**src/rtl/modular_arithmetic_unit_defines.svh**
```systemverilog
// Assertion macros shared by the modular arithmetic unit RTL.
// Each macro expects signals named clock and reset in the using module.
`ifndef MODULAR_ARITHMETIC_UNIT_DEFINES_SVH
`define MODULAR_ARITHMETIC_UNIT_DEFINES_SVH

// Property holds at every edge outside reset.
`define MAU_ASSERT(lbl, prop) \
   lbl: assert property (@(posedge clock) disable iff (reset) (prop)) \
      else $error("modular_arithmetic_unit: assertion failed");

// Consequent holds in the cycle after the antecedent.
`define MAU_ASSERT_NEXT(lbl, ante, cons) \
   lbl: assert property (@(posedge clock) disable iff (reset) (ante) |=> (cons)) \
      else $error("modular_arithmetic_unit: sequence assertion failed");

`endif

```
**src/rtl/mau_pkg.sv**
```systemverilog
// Package for the modular arithmetic unit: field widths, prime constants,
// Montgomery constants, shared types and the sequencer microcode table. No dependencies.
package mau_pkg;

   localparam int MauOpW  = 3;
   localparam int MauResW = 30;
   localparam int MauExpW = 31;

   localparam logic [MauResW-1:0] MauModP   = 30'd1000000007;
   localparam logic [MauExpW-1:0] MauExpInv = 31'd1000000005;
   // R = 2**30; R mod P is the Montgomery form of one
   localparam logic [MauResW-1:0] MauRModP  = 30'd73741817;
   localparam logic [63:0] MauR2Wide =
      (64'(MauRModP) * 64'(MauRModP)) % 64'(MauModP);
   localparam logic [MauResW-1:0] MauR2 = MauR2Wide[MauResW-1:0];

   // -P^-1 mod 2**30 by Newton iteration, evaluated at elaboration only
   function automatic logic [MauResW-1:0] mau_neg_pinv();
      logic [31:0] x;
      x = 32'(MauModP);
      for (int i = 0; i < 4; i++) begin
         x = x * (32'd2 - 32'(MauModP) * x);
      end
      x = ~x + 32'd1;
      return x[MauResW-1:0];
   endfunction

   localparam logic [MauResW-1:0] MauPInv = mau_neg_pinv();

   typedef enum logic [MauOpW-1:0] {
      OP_ADD = 3'd0,
      OP_SUB = 3'd1,
      OP_MUL = 3'd2,
      OP_NEG = 3'd3,
      OP_INV = 3'd4,
      OP_DIV = 3'd5,
      OP_POW = 3'd6
   } mau_op_type;

   typedef enum logic {
      DEST_BASE,
      DEST_ACC
   } mau_dest_type;

   typedef struct packed {
      logic                valid;
      logic [MauResW-1:0]  a;
      logic [MauResW-1:0]  b;
      mau_dest_type        dest;
   } mau_mul_req_type;

   typedef struct packed {
      logic                valid;
      logic [MauResW-1:0]  res;
      mau_dest_type        dest;
   } mau_mul_rsp_type;

   // Microcode
   typedef logic [2:0] mau_upc_type;

   localparam mau_upc_type UpcConv  = 3'd0;
   localparam mau_upc_type UpcLoop  = 3'd1;
   localparam mau_upc_type UpcMul   = 3'd2;
   localparam mau_upc_type UpcSqr   = 3'd3;
   localparam mau_upc_type UpcFinal = 3'd4;

   typedef enum logic [1:0] {
      ISSUE_NONE,
      ISSUE_ALWAYS,
      ISSUE_IF_BIT
   } mau_issue_type;

   typedef enum logic {
      ASEL_BASE,
      ASEL_ACC
   } mau_asel_type;

   typedef enum logic [1:0] {
      BSEL_BASE,
      BSEL_R2,
      BSEL_FIN
   } mau_bsel_type;

   typedef enum logic [1:0] {
      JMP_NONE,
      JMP_ALWAYS,
      JMP_EXP_ZERO
   } mau_jump_type;

   typedef struct packed {
      mau_issue_type issue;
      mau_asel_type  a_sel;
      mau_bsel_type  b_sel;
      mau_dest_type  dest;
      logic          shift_exp;
      logic          wait_drain;
      mau_jump_type  jump;
      mau_upc_type   target;
      logic          done;
   } mau_uword_type;

   // Square-and-multiply program over Montgomery residues
   function automatic mau_uword_type mau_ucode(input mau_upc_type upc);
      mau_uword_type w;
      w = '{issue: ISSUE_NONE, a_sel: ASEL_BASE, b_sel: BSEL_BASE, dest: DEST_BASE,
            shift_exp: 1'b0, wait_drain: 1'b0, jump: JMP_NONE, target: UpcConv,
            done: 1'b0};
      unique case (upc)
         UpcConv: begin
            // base = mont(base, R^2): into Montgomery form
            w.issue      = ISSUE_ALWAYS;
            w.b_sel      = BSEL_R2;
            w.wait_drain = 1'b1;
         end
         UpcLoop: begin
            w.jump   = JMP_EXP_ZERO;
            w.target = UpcFinal;
         end
         UpcMul: begin
            w.issue = ISSUE_IF_BIT;
            w.a_sel = ASEL_ACC;
            w.dest  = DEST_ACC;
         end
         UpcSqr: begin
            w.issue      = ISSUE_ALWAYS;
            w.shift_exp  = 1'b1;
            w.wait_drain = 1'b1;
            w.jump       = JMP_ALWAYS;
            w.target     = UpcLoop;
         end
         UpcFinal: begin
            // acc = mont(acc, fin): leave Montgomery form, scale by fin
            w.issue      = ISSUE_ALWAYS;
            w.a_sel      = ASEL_ACC;
            w.b_sel      = BSEL_FIN;
            w.dest       = DEST_ACC;
            w.wait_drain = 1'b1;
            w.done       = 1'b1;
         end
         default: begin
            w.jump   = JMP_ALWAYS;
            w.target = UpcFinal;
         end
      endcase
      return w;
   endfunction

endpackage

```
**src/rtl/mau_req_if.sv**
```systemverilog
// Request channel of the modular arithmetic unit: valid/ready plus operands.
// Depends on mau_pkg for field widths.
interface mau_req_if;
   logic                        valid;
   logic                        ready;
   logic [mau_pkg::MauOpW-1:0]  req_type;
   logic [mau_pkg::MauResW-1:0] operand_a;
   logic [mau_pkg::MauResW-1:0] operand_b;
   logic [mau_pkg::MauExpW-1:0] exponent;

   modport source (output valid, req_type, operand_a, operand_b, exponent, input ready);
   modport sink   (input valid, req_type, operand_a, operand_b, exponent, output ready);
endinterface

```
**src/rtl/mau_rsp_if.sv**
```systemverilog
// Response channel of the modular arithmetic unit: valid/ready plus result.
// Depends on mau_pkg for field widths.
interface mau_rsp_if;
   logic                        valid;
   logic                        ready;
   logic [mau_pkg::MauResW-1:0] result;
   logic                        zero_inverse_error;

   modport source (output valid, result, zero_inverse_error, input ready);
   modport sink   (input valid, result, zero_inverse_error, output ready);
endinterface

```
**src/rtl/mau_mont.sv**
```systemverilog
// Four-stage Montgomery multiplier, R = 2**30, modulus P = 1000000007.
// Depends on mau_pkg and modular_arithmetic_unit_defines.svh.
`include "modular_arithmetic_unit_defines.svh"

module mau_mont (
   input  logic                     clock,
   input  logic                     reset,
   input  mau_pkg::mau_mul_req_type mul_req,
   output mau_pkg::mau_mul_rsp_type mul_rsp,
   output logic                     busy
);

   logic                 v1_ff, v2_ff, v3_ff, v4_ff;
   mau_pkg::mau_dest_type tag1_ff, tag2_ff, tag3_ff, tag4_ff;
   logic [59:0]          prod_ff, prod_in;
   logic [59:0]          t2_ff;
   logic [29:0]          m_ff, m_in;
   logic [59:0]          mq_prod;
   logic [59:0]          mp;
   logic [60:0]          sum;
   logic [30:0]          u_ff, u_in;
   logic [29:0]          r_ff, r_in;

   assign prod_in = {30'd0, mul_req.a} * {30'd0, mul_req.b};
   // m = (T mod R) * (-P^-1) mod R
   assign mq_prod = {30'd0, prod_ff[29:0]} * {30'd0, mau_pkg::MauPInv};
   assign m_in    = mq_prod[29:0];
   // (T + m*P) is a multiple of R
   assign mp      = {30'd0, m_ff} * {30'd0, mau_pkg::MauModP};
   assign sum     = {1'b0, t2_ff} + {1'b0, mp};
   assign u_in    = sum[60:30];
   assign r_in    = (u_ff >= {1'b0, mau_pkg::MauModP}) ?
                    30'(u_ff - {1'b0, mau_pkg::MauModP}) : u_ff[29:0];

   always_ff @(posedge clock) begin
      if (reset) begin
         v1_ff <= 1'b0;
         v2_ff <= 1'b0;
         v3_ff <= 1'b0;
         v4_ff <= 1'b0;
      end else begin
         v1_ff <= mul_req.valid;
         v2_ff <= v1_ff;
         v3_ff <= v2_ff;
         v4_ff <= v3_ff;
      end
      prod_ff <= prod_in;
      tag1_ff <= mul_req.dest;
      t2_ff   <= prod_ff;
      m_ff    <= m_in;
      tag2_ff <= tag1_ff;
      u_ff    <= u_in;
      tag3_ff <= tag2_ff;
      r_ff    <= r_in;
      tag4_ff <= tag3_ff;
   end

   assign mul_rsp.valid = v4_ff;
   assign mul_rsp.res   = r_ff;
   assign mul_rsp.dest  = tag4_ff;
   assign busy          = v1_ff | v2_ff | v3_ff | v4_ff;

   `MAU_ASSERT(a_redc_exact, v2_ff |-> (sum[29:0] == 30'd0))
   `MAU_ASSERT(a_res_canon, v4_ff |-> (r_ff < mau_pkg::MauModP))
   `MAU_ASSERT_NEXT(a_pipe_advance, v3_ff, v4_ff)

endmodule

```
**src/rtl/modular_arithmetic_unit.sv**
```systemverilog
// Modular arithmetic unit over P = 1000000007, one transaction at a time.
// Add, sub, negate, undefined codes, zero-divisor errors: result set in EXEC, output from DONE.
// Multiply, inverse, divide and power go through RUN; power time grows with exponent bit length.
// Exponent bits are consumed in turn: the microcode drains the 4-stage Montgomery multiplier
// once per bit. The next request is taken the cycle after the result registers.
// Synchronous reset clears control only.
`include "modular_arithmetic_unit_defines.svh"

module modular_arithmetic_unit (
   input logic       clock,
   input logic       reset,
   mau_req_if.sink   req_if,
   mau_rsp_if.source rsp_if
);

   typedef enum logic [1:0] {
      ST_IDLE,
      ST_EXEC,
      ST_RUN,
      ST_DONE
   } state_type;

   state_type               state_ff, state_in;
   mau_pkg::mau_op_type     op_ff, op_in;
   logic [29:0]             a_ff, a_in, b_ff, b_in;
   logic [30:0]             exp_ff, exp_in;
   logic [29:0]             base_ff, base_in, acc_ff, acc_in, fin_ff, fin_in;
   mau_pkg::mau_upc_type    upc_ff, upc_in;
   logic                    issued_ff, issued_in;
   logic [29:0]             pend_res_ff, pend_res_in;
   logic                    pend_err_ff, pend_err_in;
   logic                    rsp_valid_ff, rsp_valid_in;
   logic [29:0]             rsp_result_ff, rsp_result_in;
   logic                    rsp_err_ff, rsp_err_in;

   mau_pkg::mau_uword_type   uw;
   mau_pkg::mau_mul_req_type mul_req;
   mau_pkg::mau_mul_rsp_type mul_rsp;
   logic                     mul_busy;
   logic                     step_done;
   logic [30:0]              add_sum, sub_wrap;
   logic [29:0]              add_res, sub_res, neg_res;
   logic                     div_inv_op;

   function automatic logic [29:0] canon(input logic [29:0] x);
      return (x >= mau_pkg::MauModP) ? x - mau_pkg::MauModP : x;
   endfunction

   mau_mont u_mont (
      .clock   (clock),
      .reset   (reset),
      .mul_req (mul_req),
      .mul_rsp (mul_rsp),
      .busy    (mul_busy)
   );

   assign uw = mau_pkg::mau_ucode(upc_ff);

   assign add_sum  = {1'b0, a_ff} + {1'b0, b_ff};
   assign add_res  = (add_sum >= {1'b0, mau_pkg::MauModP}) ?
                     30'(add_sum - {1'b0, mau_pkg::MauModP}) : add_sum[29:0];
   assign sub_wrap = {1'b0, a_ff} + {1'b0, mau_pkg::MauModP} - {1'b0, b_ff};
   assign sub_res  = (a_ff >= b_ff) ? a_ff - b_ff : sub_wrap[29:0];
   assign neg_res  = (a_ff == 30'd0) ? 30'd0 : mau_pkg::MauModP - a_ff;

   // Multiplier issue from the current control word
   always_comb begin
      mul_req.valid = (state_ff == ST_RUN) && !issued_ff &&
                      ((uw.issue == mau_pkg::ISSUE_ALWAYS) ||
                       (uw.issue == mau_pkg::ISSUE_IF_BIT && exp_ff[0]));
      mul_req.a     = (uw.a_sel == mau_pkg::ASEL_ACC) ? acc_ff : base_ff;
      unique case (uw.b_sel)
         mau_pkg::BSEL_R2:  mul_req.b = mau_pkg::MauR2;
         mau_pkg::BSEL_FIN: mul_req.b = fin_ff;
         default:           mul_req.b = base_ff;
      endcase
      mul_req.dest  = uw.dest;
   end

   // A waiting step ends once every issued product is written back
   assign step_done = issued_ff ? !mul_busy : !uw.wait_drain;

   always_comb begin
      state_in      = state_ff;
      op_in         = op_ff;
      a_in          = a_ff;
      b_in          = b_ff;
      exp_in        = exp_ff;
      base_in       = base_ff;
      acc_in        = acc_ff;
      fin_in        = fin_ff;
      upc_in        = upc_ff;
      issued_in     = issued_ff;
      pend_res_in   = pend_res_ff;
      pend_err_in   = pend_err_ff;
      rsp_valid_in  = rsp_valid_ff;
      rsp_result_in = rsp_result_ff;
      rsp_err_in    = rsp_err_ff;

      if (rsp_valid_ff && rsp_if.ready) begin
         rsp_valid_in = 1'b0;
      end

      if (mul_rsp.valid) begin
         if (mul_rsp.dest == mau_pkg::DEST_BASE) begin
            base_in = mul_rsp.res;
         end else begin
            acc_in = mul_rsp.res;
         end
      end

      unique case (state_ff)
         ST_IDLE: begin
            if (req_if.valid) begin
               op_in    = mau_pkg::mau_op_type'(req_if.req_type);
               a_in     = canon(req_if.operand_a);
               b_in     = canon(req_if.operand_b);
               exp_in   = req_if.exponent;
               state_in = ST_EXEC;
            end
         end
         ST_EXEC: begin
            pend_res_in = 30'd0;
            pend_err_in = 1'b0;
            state_in    = ST_DONE;
            upc_in      = mau_pkg::UpcConv;
            issued_in   = 1'b0;
            acc_in      = mau_pkg::MauRModP;
            base_in     = a_ff;
            fin_in      = 30'd1;
            unique case (op_ff)
               mau_pkg::OP_ADD: pend_res_in = add_res;
               mau_pkg::OP_SUB: pend_res_in = sub_res;
               mau_pkg::OP_NEG: pend_res_in = neg_res;
               mau_pkg::OP_MUL: begin
                  fin_in   = b_ff;
                  exp_in   = 31'd1;
                  state_in = ST_RUN;
               end
               mau_pkg::OP_INV: begin
                  if (a_ff == 30'd0) begin
                     pend_err_in = 1'b1;
                  end else begin
                     exp_in   = mau_pkg::MauExpInv;
                     state_in = ST_RUN;
                  end
               end
               mau_pkg::OP_DIV: begin
                  if (b_ff == 30'd0) begin
                     pend_err_in = 1'b1;
                  end else begin
                     base_in  = b_ff;
                     fin_in   = a_ff;
                     exp_in   = mau_pkg::MauExpInv;
                     state_in = ST_RUN;
                  end
               end
               mau_pkg::OP_POW: state_in = ST_RUN;
               default: ;
            endcase
         end
         ST_RUN: begin
            if (!issued_ff && uw.shift_exp) begin
               exp_in = exp_ff >> 1;
            end
            if (!step_done) begin
               issued_in = 1'b1;
            end else begin
               issued_in = 1'b0;
               priority if (uw.done) begin
                  pend_res_in = acc_ff;
                  pend_err_in = 1'b0;
                  state_in    = ST_DONE;
               end else if (uw.jump == mau_pkg::JMP_ALWAYS ||
                            (uw.jump == mau_pkg::JMP_EXP_ZERO && exp_ff == 31'd0)) begin
                  upc_in = uw.target;
               end else begin
                  upc_in = upc_ff + 3'd1;
               end
            end
         end
         ST_DONE: begin
            // hold until the output register frees up
            if (!rsp_valid_ff || rsp_if.ready) begin
               rsp_valid_in  = 1'b1;
               rsp_result_in = pend_res_ff;
               rsp_err_in    = pend_err_ff;
               state_in      = ST_IDLE;
            end
         end
         default: state_in = ST_IDLE;
      endcase
   end

   always_ff @(posedge clock) begin
      if (reset) begin
         state_ff     <= ST_IDLE;
         upc_ff       <= mau_pkg::UpcConv;
         issued_ff    <= 1'b0;
         rsp_valid_ff <= 1'b0;
      end else begin
         state_ff     <= state_in;
         upc_ff       <= upc_in;
         issued_ff    <= issued_in;
         rsp_valid_ff <= rsp_valid_in;
      end
      op_ff         <= op_in;
      a_ff          <= a_in;
      b_ff          <= b_in;
      exp_ff        <= exp_in;
      base_ff       <= base_in;
      acc_ff        <= acc_in;
      fin_ff        <= fin_in;
      pend_res_ff   <= pend_res_in;
      pend_err_ff   <= pend_err_in;
      rsp_result_ff <= rsp_result_in;
      rsp_err_ff    <= rsp_err_in;
   end

   assign req_if.ready              = (state_ff == ST_IDLE);
   assign rsp_if.valid              = rsp_valid_ff;
   assign rsp_if.result             = rsp_result_ff;
   assign rsp_if.zero_inverse_error = rsp_err_ff;

   assign div_inv_op = (op_ff == mau_pkg::OP_INV) || (op_ff == mau_pkg::OP_DIV);

   `MAU_ASSERT(a_issue_in_run, mul_req.valid |-> (state_ff == ST_RUN))
   `MAU_ASSERT(a_writeback_in_run, mul_rsp.valid |-> (state_ff == ST_RUN))
   `MAU_ASSERT(a_err_only_div_inv, (state_ff == ST_DONE && pend_err_ff) |-> div_inv_op)

endmodule
```
**src/flat_wrapper.sv**
```systemverilog
// flat-port wrapper written by rule: the top's interface ports become plain ports
module modular_arithmetic_unit_flat 
  (clock, reset, req_if_valid, req_if_req_type, req_if_operand_a, req_if_operand_b, req_if_exponent, req_if_ready, rsp_if_valid, rsp_if_result, rsp_if_zero_inverse_error, rsp_if_ready);
  mau_req_if req_if_i ();
  mau_rsp_if rsp_if_i ();
  input logic clock;
  input logic reset;
  input wire logic [$bits(req_if_i.valid)-1:0] req_if_valid;
  input wire logic [$bits(req_if_i.req_type)-1:0] req_if_req_type;
  input wire logic [$bits(req_if_i.operand_a)-1:0] req_if_operand_a;
  input wire logic [$bits(req_if_i.operand_b)-1:0] req_if_operand_b;
  input wire logic [$bits(req_if_i.exponent)-1:0] req_if_exponent;
  output wire logic [$bits(req_if_i.ready)-1:0] req_if_ready;
  output wire logic [$bits(rsp_if_i.valid)-1:0] rsp_if_valid;
  output wire logic [$bits(rsp_if_i.result)-1:0] rsp_if_result;
  output wire logic [$bits(rsp_if_i.zero_inverse_error)-1:0] rsp_if_zero_inverse_error;
  input wire logic [$bits(rsp_if_i.ready)-1:0] rsp_if_ready;
  assign req_if_i.valid = req_if_valid;
  assign req_if_i.req_type = req_if_req_type;
  assign req_if_i.operand_a = req_if_operand_a;
  assign req_if_i.operand_b = req_if_operand_b;
  assign req_if_i.exponent = req_if_exponent;
  assign req_if_ready = req_if_i.ready;
  assign rsp_if_valid = rsp_if_i.valid;
  assign rsp_if_result = rsp_if_i.result;
  assign rsp_if_zero_inverse_error = rsp_if_i.zero_inverse_error;
  assign rsp_if_i.ready = rsp_if_ready;
  modular_arithmetic_unit u_core (.clock(clock), .reset(reset), .req_if(req_if_i), .rsp_if(rsp_if_i));
endmodule
```
**config.mk**
```make
export PLATFORM = sky130hd
export DESIGN_NAME = modular_arithmetic_unit_flat
export DESIGN_NICKNAME = d
export VERILOG_FILES = /design/src/rtl/mau_pkg.sv /design/src/rtl/mau_req_if.sv /design/src/rtl/mau_rsp_if.sv /design/src/rtl/mau_mont.sv /design/src/rtl/modular_arithmetic_unit.sv /design/src/flat_wrapper.sv
export VERILOG_INCLUDE_DIRS = /design/src /design/src/rtl
export SDC_FILE = /design/constraint.sdc
export NUM_CORES = 2
export LEC_CHECK = 0
export BUFFER_PORTS_ARGS = -buffer_cell sky130_fd_sc_hd__buf_2
export CORE_MARGIN = 2
export CORE_UTILIZATION = 30
export CTS_CLUSTER_DIAMETER = 120
export DETAILED_ROUTE_END_ITERATION = 10
export GPL_TIMING_DRIVEN = 0
export SYNTH_ARGS = -nofsm -noshare
export SYNTH_HDL_FRONTEND = slang
export SYNTH_SLANG_ARGS = --single-unit
```
**constraint.sdc**
```tcl
create_clock -name clock -period 9.4 [get_ports clock]
set_input_delay 0.94 -clock clock [delete_from_list [all_inputs] [get_ports clock]]
set_output_delay 0.94 -clock clock [all_outputs]
set_load 0.005 [all_outputs]
```
Word level (Yosys, flattened, before mapping)

Index checks and enable logic that the tools add are counted.

Word-level logic and storage cells: 169
Output and inout bits: 33
Register bits: 472
Bits of input ports: 98

Reduce and logical (&&, ||, !) cells: 34
Order comparisons: 5
Equal/unequal tests: 29
Mux-type cells: 56
Add/sub/neg operators: 11
Bitwise gates (word level): 3
$mul: 3

Operator list:

| operator                                              | number |
|---|---|
| two-way mux 30 bit                                    | 15 |
| one-hot mux 31 bit (3 select lines)                   | 2 |
| one-hot mux 30 bit (2 select lines)                   | 3 |
| two-way mux 31 bit                                    | 4 |
| subtractor 30 bit, second input constant              | 4 |
| one-hot mux 30 bit (3 select lines)                   | 1 |
| >= comparator 31 x 30 -> 1 bit, second input constant | 2 |
| adder 60 x 60 -> 61 bit                               | 1 |
| >= comparator 30 bit, second input constant           | 2 |
| zero test 30 bit                                      | 2 |
| multiplier 30 x 30 -> 60 bit                          | 1 |
| multiplier 30 x 30 -> 60 bit, second input constant   | 1 |
| subtractor 30 bit                                     | 2 |
| adder 30 x 30 -> 31 bit                               | 1 |
| zero test 31 bit                                      | 1 |
| adder 30 bit, second input constant                   | 1 |
| >= comparator 30 bit                                  | 1 |
| multiplier 30 x 27 -> 30 bit, second input constant   | 1 |
| subtractor 30 bit, first input constant               | 1 |
| two-way mux 1 bit                                     | 15 |
| one-hot mux 5 bit (3 select lines)                    | 1 |
| == test 3 x 2 -> 1 bit, second input constant         | 4 |
| == test 3 bit, second input constant                  | 4 |
| == test 2 bit, second input constant                  | 5 |
| other kinds (28)                                      | 66 |

Logic depth before layout (Yosys ltp)

Depth in word-level cells: 10
Depth in mapped cells: 41
Gate-level depth less buffers: 38

By module

A second synthesis with hierarchy kept.

Cells, all modules: 8080
Area, all modules: 76607.2 um^2

By module, submodules not included:

| module                  | area each (um^2) | cells an instance | seq. area each (um^2) | instances |
|---|---|---|---|---|
| mau_mont                | 57247.4          | 5867              | 4324.1                | 1 |
| modular_arithmetic_unit | 19359.8          | 2213              | 7226.9                | 1 |

Worst setup path after synthesis

No wires, ideal clock.

Path type: register -> register
From: register u_core.upc_ff[0]
To: register u_core.u_mont.prod_ff[59]
Cell stages (with the launch flop): 37
Buffers on the path: 4
Setup time: 0.072 ns
Arrival time: 9.808 ns
Path slack: -0.480 ns
Required time: 9.328 ns
Clock period less this slack: 9.880 ns
Path through: dfxtp_1 inv_1 ha_1 and2_0 clkbuf_1 nor2_1 buf_1 clkbuf_1 mux2i_1 clkbuf_1 nor2_1 fa_1 fa_1 inv_1 fa_1 fa_1 fa_1 inv_1 fa_1 fa_1 inv_1 fa_1 inv_1 ha_1 a2111oi_0 o21a_1 o31ai_1 a21o_1 a221oi_2 o41a_1 o211ai_1 a311oi_1 o31ai_1 o21a_1 a21o_1 a21oi_1 xnor2_1

Word-level cells in the longest chain between the ends: 5
Elaborated cells on any way between the ends: 11
Those cells by class: mul: 1; eq/ne: 4; mux: 4; reduce/logical: 2

RTL lines:

| item                                                                             | RTL line                                                     | RTL |
|---|---|---|
| from (decl)                                                                      | modular_arithmetic_unit.sv:28                                | `mau_pkg::mau_upc_type upc_ff, upc_in;` |
| from (signal assigned)                                                           | modular_arithmetic_unit.sv:198                               | `upc_ff <= mau_pkg::UpcConv;` |
| from (signal assigned)                                                           | modular_arithmetic_unit.sv:203                               | `upc_ff <= upc_in;` |
| == test 3 bit, or another cell as far along                                      | mau_pkg.sv:108                                               | `unique case (upc)` |
| one-hot mux 2 bit (2 select lines) / OR reduction 2 bit (equally long branches)  | --                                                           |  |
| == test 2 bit, or another cell as far along                                      | modular_arithmetic_unit.sv:72                                | `unique case (uw.b_sel)` |
| one-hot mux 30 bit (2 select lines) / two-way mux 30 bit (equally long branches) | modular_arithmetic_unit.sv:72, modular_arithmetic_unit.sv:71 |  |
| multiplier 30 x 30 -> 60 bit *                                                   | mau_mont.sv:24                                               | `assign prod_in = {30'd0, mul_req.a} * {30'd0, mul_req.b};` |
| named net u_core.u_mont.prod_in[59]                                              | mau_mont.sv:15                                               | `logic [59:0] prod_ff, prod_in;` |
| to (signal assigned)                                                             | mau_mont.sv:47                                               | `prod_ff <= prod_in;` |
| to (decl)                                                                        | mau_mont.sv:15                                               |  |

Mark *: on every way through the listed nets, which the timed path passes. The rest lies on a longest branch.
A chain may end at the register's enable or synchronous reset.

Final worst setup path

From: register u_core.upc_ff[1]
To: register u_core.u_mont.prod_ff[56]

Same word-level chain as after synthesis.

==> impl_metrics.sql <==
INSERT INTO impl_metrics (metric_group, metric, value, unit) VALUES
('status', 'outcome', 'finished, final reports clean', ''),
('die', 'floorplan.rows', '182', ''),
('die', 'core-area', '0.246', 'mm²'),
('route', 'totalWireLength', '268000', 'µm'),
('synthesis', 'synth_xor_area_frac', '0.0383', ''),
('setup_path', 'timing.critical_path.mode_cell', 'sky130_fd_sc_hd__fa_1', ''),
('synthesis', 'synth.yosys.warnings', '0', ''),
('clocking', 'clkSlewWorstSetupHoldPaths', '0.07', 'ns'),
('worst_hold_path', 'holdCritPathClass', 'register to register', ''),
('die', 'start_util', '0.302', ''),
('synthesis', 'synthFlopType', 'sky130_fd_sc_hd__dfxtp_1', ''),
('die', 'die_w', '502', 'µm'),
('sta', 'rsz0062_at_grt', 'yes', ''),
('synthesis', 'netlist_top_cells_count', '1741 x sky130_fd_sc_hd__inv_1, 1340 x sky130_fd_sc_hd__fa_1, 874 x sky130_fd_sc_hd__ha_1', ''),
('finish', 'final_layout_size_suffix_gt1_frac', '0.0902', ''),
('sta', 'worst_slew_pin_slew', '1.35', 'ns'),
('die', 'fp.dieH', '502', 'µm'),
('setup_path', 'worstPathMaxFanout', '7', ''),
('setup_path', 'worst_ep_arrival_time', '9.87', 'ns'),
('sta', 'maxSlewHeadroom', '0.0934', ''),
('sta', 'setup_viol', '0', ''),
('clocking', 'clockRootBuffer', 'sky130_fd_sc_hd__clkbuf_16', ''),
('sta', 'finalCritPeriodShare', '0.989', ''),
('synthesis', 'post_synth_fa_ha_maj_area_fraction', '0.507', ''),
('synthesis', 'edff_count_synth', '216', ''),
('sta', 'whs', '0.326', 'ns'),
('route', 'dr_total_vias', '57100', ''),
('route', 'drt-wirelength-per-cell', '23.2', 'µm'),
('synthesis', 'compound_gate_portion_of_the_synthesized_area', '0.0804', ''),
('synthesis', 'ffs_latches_synth', '469', ''),
('synthesis', 'yosysTopAreaCellShare', '0.360', ''),
('synthesis', 'mean_syn_cell_area', '9.44', 'µm²'),
('global_routing', 'grt_remaining_overflow', '0', ''),
('finish', 'postLayoutCoreUtil', '0.342', ''),
('route', 'drt_first_iter_violations', '4895', ''),
('die', 'die_area', '0.252', 'mm²'),
('route', 'detail_route.first_pass.iterations', '7', ''),
('sta', 'clock_skew', '0.0462', 'ns'),
('finish', 'layout.nets', '10500', ''),
('global_routing', 'grt_first_pass_wirelength', '395000', 'µm'),
('setup_path', 'crit_end_element', 'register', ''),
('placed_design', 'dp_hpwl', '225000', 'µm'),
('sta', 'timing.fmax', '108', 'MHz'),
('sta', 'finalWorstPathRequiredPeriod', '9.30', 'ns'),
('synthesis', 'synth_cell_types', '100', ''),
('synthesis', 'post_synth_instance_area', '0.0744', 'mm²'),
('placed_design', 'port_buffers', '130', ''),
('synthesis', 'yosys.area.top_type', 'sky130_fd_sc_hd__fa_1', ''),
('clocking', 'clock_tree_from_tritoncts', 'done', ''),
('synthesis', 'async_reset_ff_frac', '0', ''),
('clocking', 'cts_max_path_buffers', '3', ''),
('global_routing', 'first_global_vias', '60400', ''),
('die', 'top_level_ports', '131', ''),
('clocking', 'number_of_buffers_inserted_during_clock_tree_synthesis', '50', ''),
('synthesis', 'synth_sequential_area_ratio', '0.155', ''),
('setup_path', 'highest_delay_cell_along_the_critical_path', 'sky130_fd_sc_hd__fa_1', ''),
('clocking', 'ctsHtreeMaxLevel', '2', ''),
('clocking', 'clock_latency', '0.68', 'ns'),
('synthesis', 'synthesis.nets', '10200', ''),
('synthesis', 'synthTopCellsByArea', 'sky130_fd_sc_hd__fa_1 36%, sky130_fd_sc_hd__ha_1 15%, sky130_fd_sc_hd__inv_1 8.8%, sky130_fd_sc_hd__edfxtp_1 8.7%, sky130_fd_sc_hd__dfxtp_1 6.8%', ''),
('setup_path', 'timing.critical_path.buf_inv', '11', ''),
('route', 'detail-route-antenna-nets', '0', ''),
('finish', 'fin_cells', '11500', ''),
('clocking', 'cts.sinks', '469', ''),
('placed_design', 'place_congestion', '1.00', ''),
('job', 'drv.max_cap_violation_count', '0', ''),
('setup_path', 'start_kind', 'register', ''),
('synthesis', 'syn-instance-count', '7885', ''),
('sta', 'report.final.hold_viol_count', '0', ''),
('synthesis', 'combinational_family_with_the_most_area_after_synthesis', 'adder cells', ''),
('synthesis', 'synth-simple-area-share', '0.111', '');
per-stage QoR:
| stage | instance area, µm² | setup WS, ns |
|---|---|---|
| finish | 84300 | 0.101 |
| global route | 84300 | -0.149 |
| CTS | 83800 | -0.0528 |
| detailed placement | 79700 | -3.22 |
| global placement | 79200 | -3.53 |
| floorplan | 74500 | -0.0387 |
cell families (layout without fill, tap and decap cells):
family	count (synthesis)	after routing
flip-flops	469	469
XOR/XNOR	323	323
buffers and inverters	1996	2341
adder cells (fa/ha/maj)	2214	2214
AO/OA/AOI/OAI	917	917
other	0	6
multiplexers	49	49
AND/OR/NAND/NOR	1917	1917
area by class of cell:
class	count	area (µm²)
tap	3312	4140
clock inverter	31	307
inverter	1751	6580
timing repair buffer	260	2000
clock buffer	63	1400
fill	25200	162000
antenna	6	15.0
buffer	236	1870
sequential	469	11600
multi-input combinational	5420	56400
layout by cell type, fill, tap and decap left out, types with 85 or more instances in the layout:
| cell | count |
|---|---|
| sky130_fd_sc_hd__a21oi_1 | 221 |
| sky130_fd_sc_hd__buf_2 | 142 |
| sky130_fd_sc_hd__o21ai_0 | 163 |
| sky130_fd_sc_hd__xor2_1 | 85 |
| sky130_fd_sc_hd__ha_1 | 859 |
| sky130_fd_sc_hd__nand3_1 | 93 |
| sky130_fd_sc_hd__clkbuf_1 | 92 |
| sky130_fd_sc_hd__nor2_1 | 720 |
| sky130_fd_sc_hd__edfxtp_1 | 216 |
| sky130_fd_sc_hd__nand2_1 | 737 |
| sky130_fd_sc_hd__inv_1 | 1733 |
| sky130_fd_sc_hd__a21o_1 | 99 |
| sky130_fd_sc_hd__buf_4 | 103 |
| sky130_fd_sc_hd__xnor2_1 | 236 |
| sky130_fd_sc_hd__dfxtp_1 | 251 |
| sky130_fd_sc_hd__fa_1 | 1322 |
state kept, by name (all words and copies together), names as in the netlist, 31 cells and up:
name	count
u_core.u_mont.u_ff	31
u_core.u_mont.prod_ff	60
u_core.exp_ff	31
u_core.u_mont.t2_ff	57
what timing repair did:
action / in CTS / in global routing
gates resized for setup: 441 / 132
hold buffers: 0 / 0
endpoints found under the setup margin: 42 / 13
pin swaps: 56 / 55
endpoints found under the hold margin: 0 / 0
buffers inserted: 80 / 29
gates cloned: 2 / 0
worst paths after layout:
check,slack [ns],cells after the start,start,endpoint
max,0.10,38,u_core.upc_ff[1]$_SDFFE_PP0P_,u_core.u_mont.prod_ff[56]$_DFF_P_
min,0.33,0,u_core.u_mont.prod_ff[58]$_DFF_P_,u_core.u_mont.t2_ff[58]$_DFF_P_
max reg2reg,0.10,38,u_core.upc_ff[1]$_SDFFE_PP0P_,u_core.u_mont.prod_ff[56]$_DFF_P_
min reg2reg,0.33,0,u_core.u_mont.prod_ff[58]$_DFF_P_,u_core.u_mont.t2_ff[58]$_DFF_P_
metal layers:
| metal | vias to the layer above | global-route usage | wire length, µm |
|---|---|---|---|
| met3 | 552 | 0.0420 | 22200 |
| li1 | 25300 | - | - |
| met2 | 2302 | 0.332 | 118000 |
| met5 | - | 0 | 36 |
| met1 | 29000 | 0.284 | 113000 |
| met4 | 6 | 0.0998 | 15400 |
Power is not shown: default switching activity piles up to over one toggle a cycle in this logic, so the estimate is an artifact.
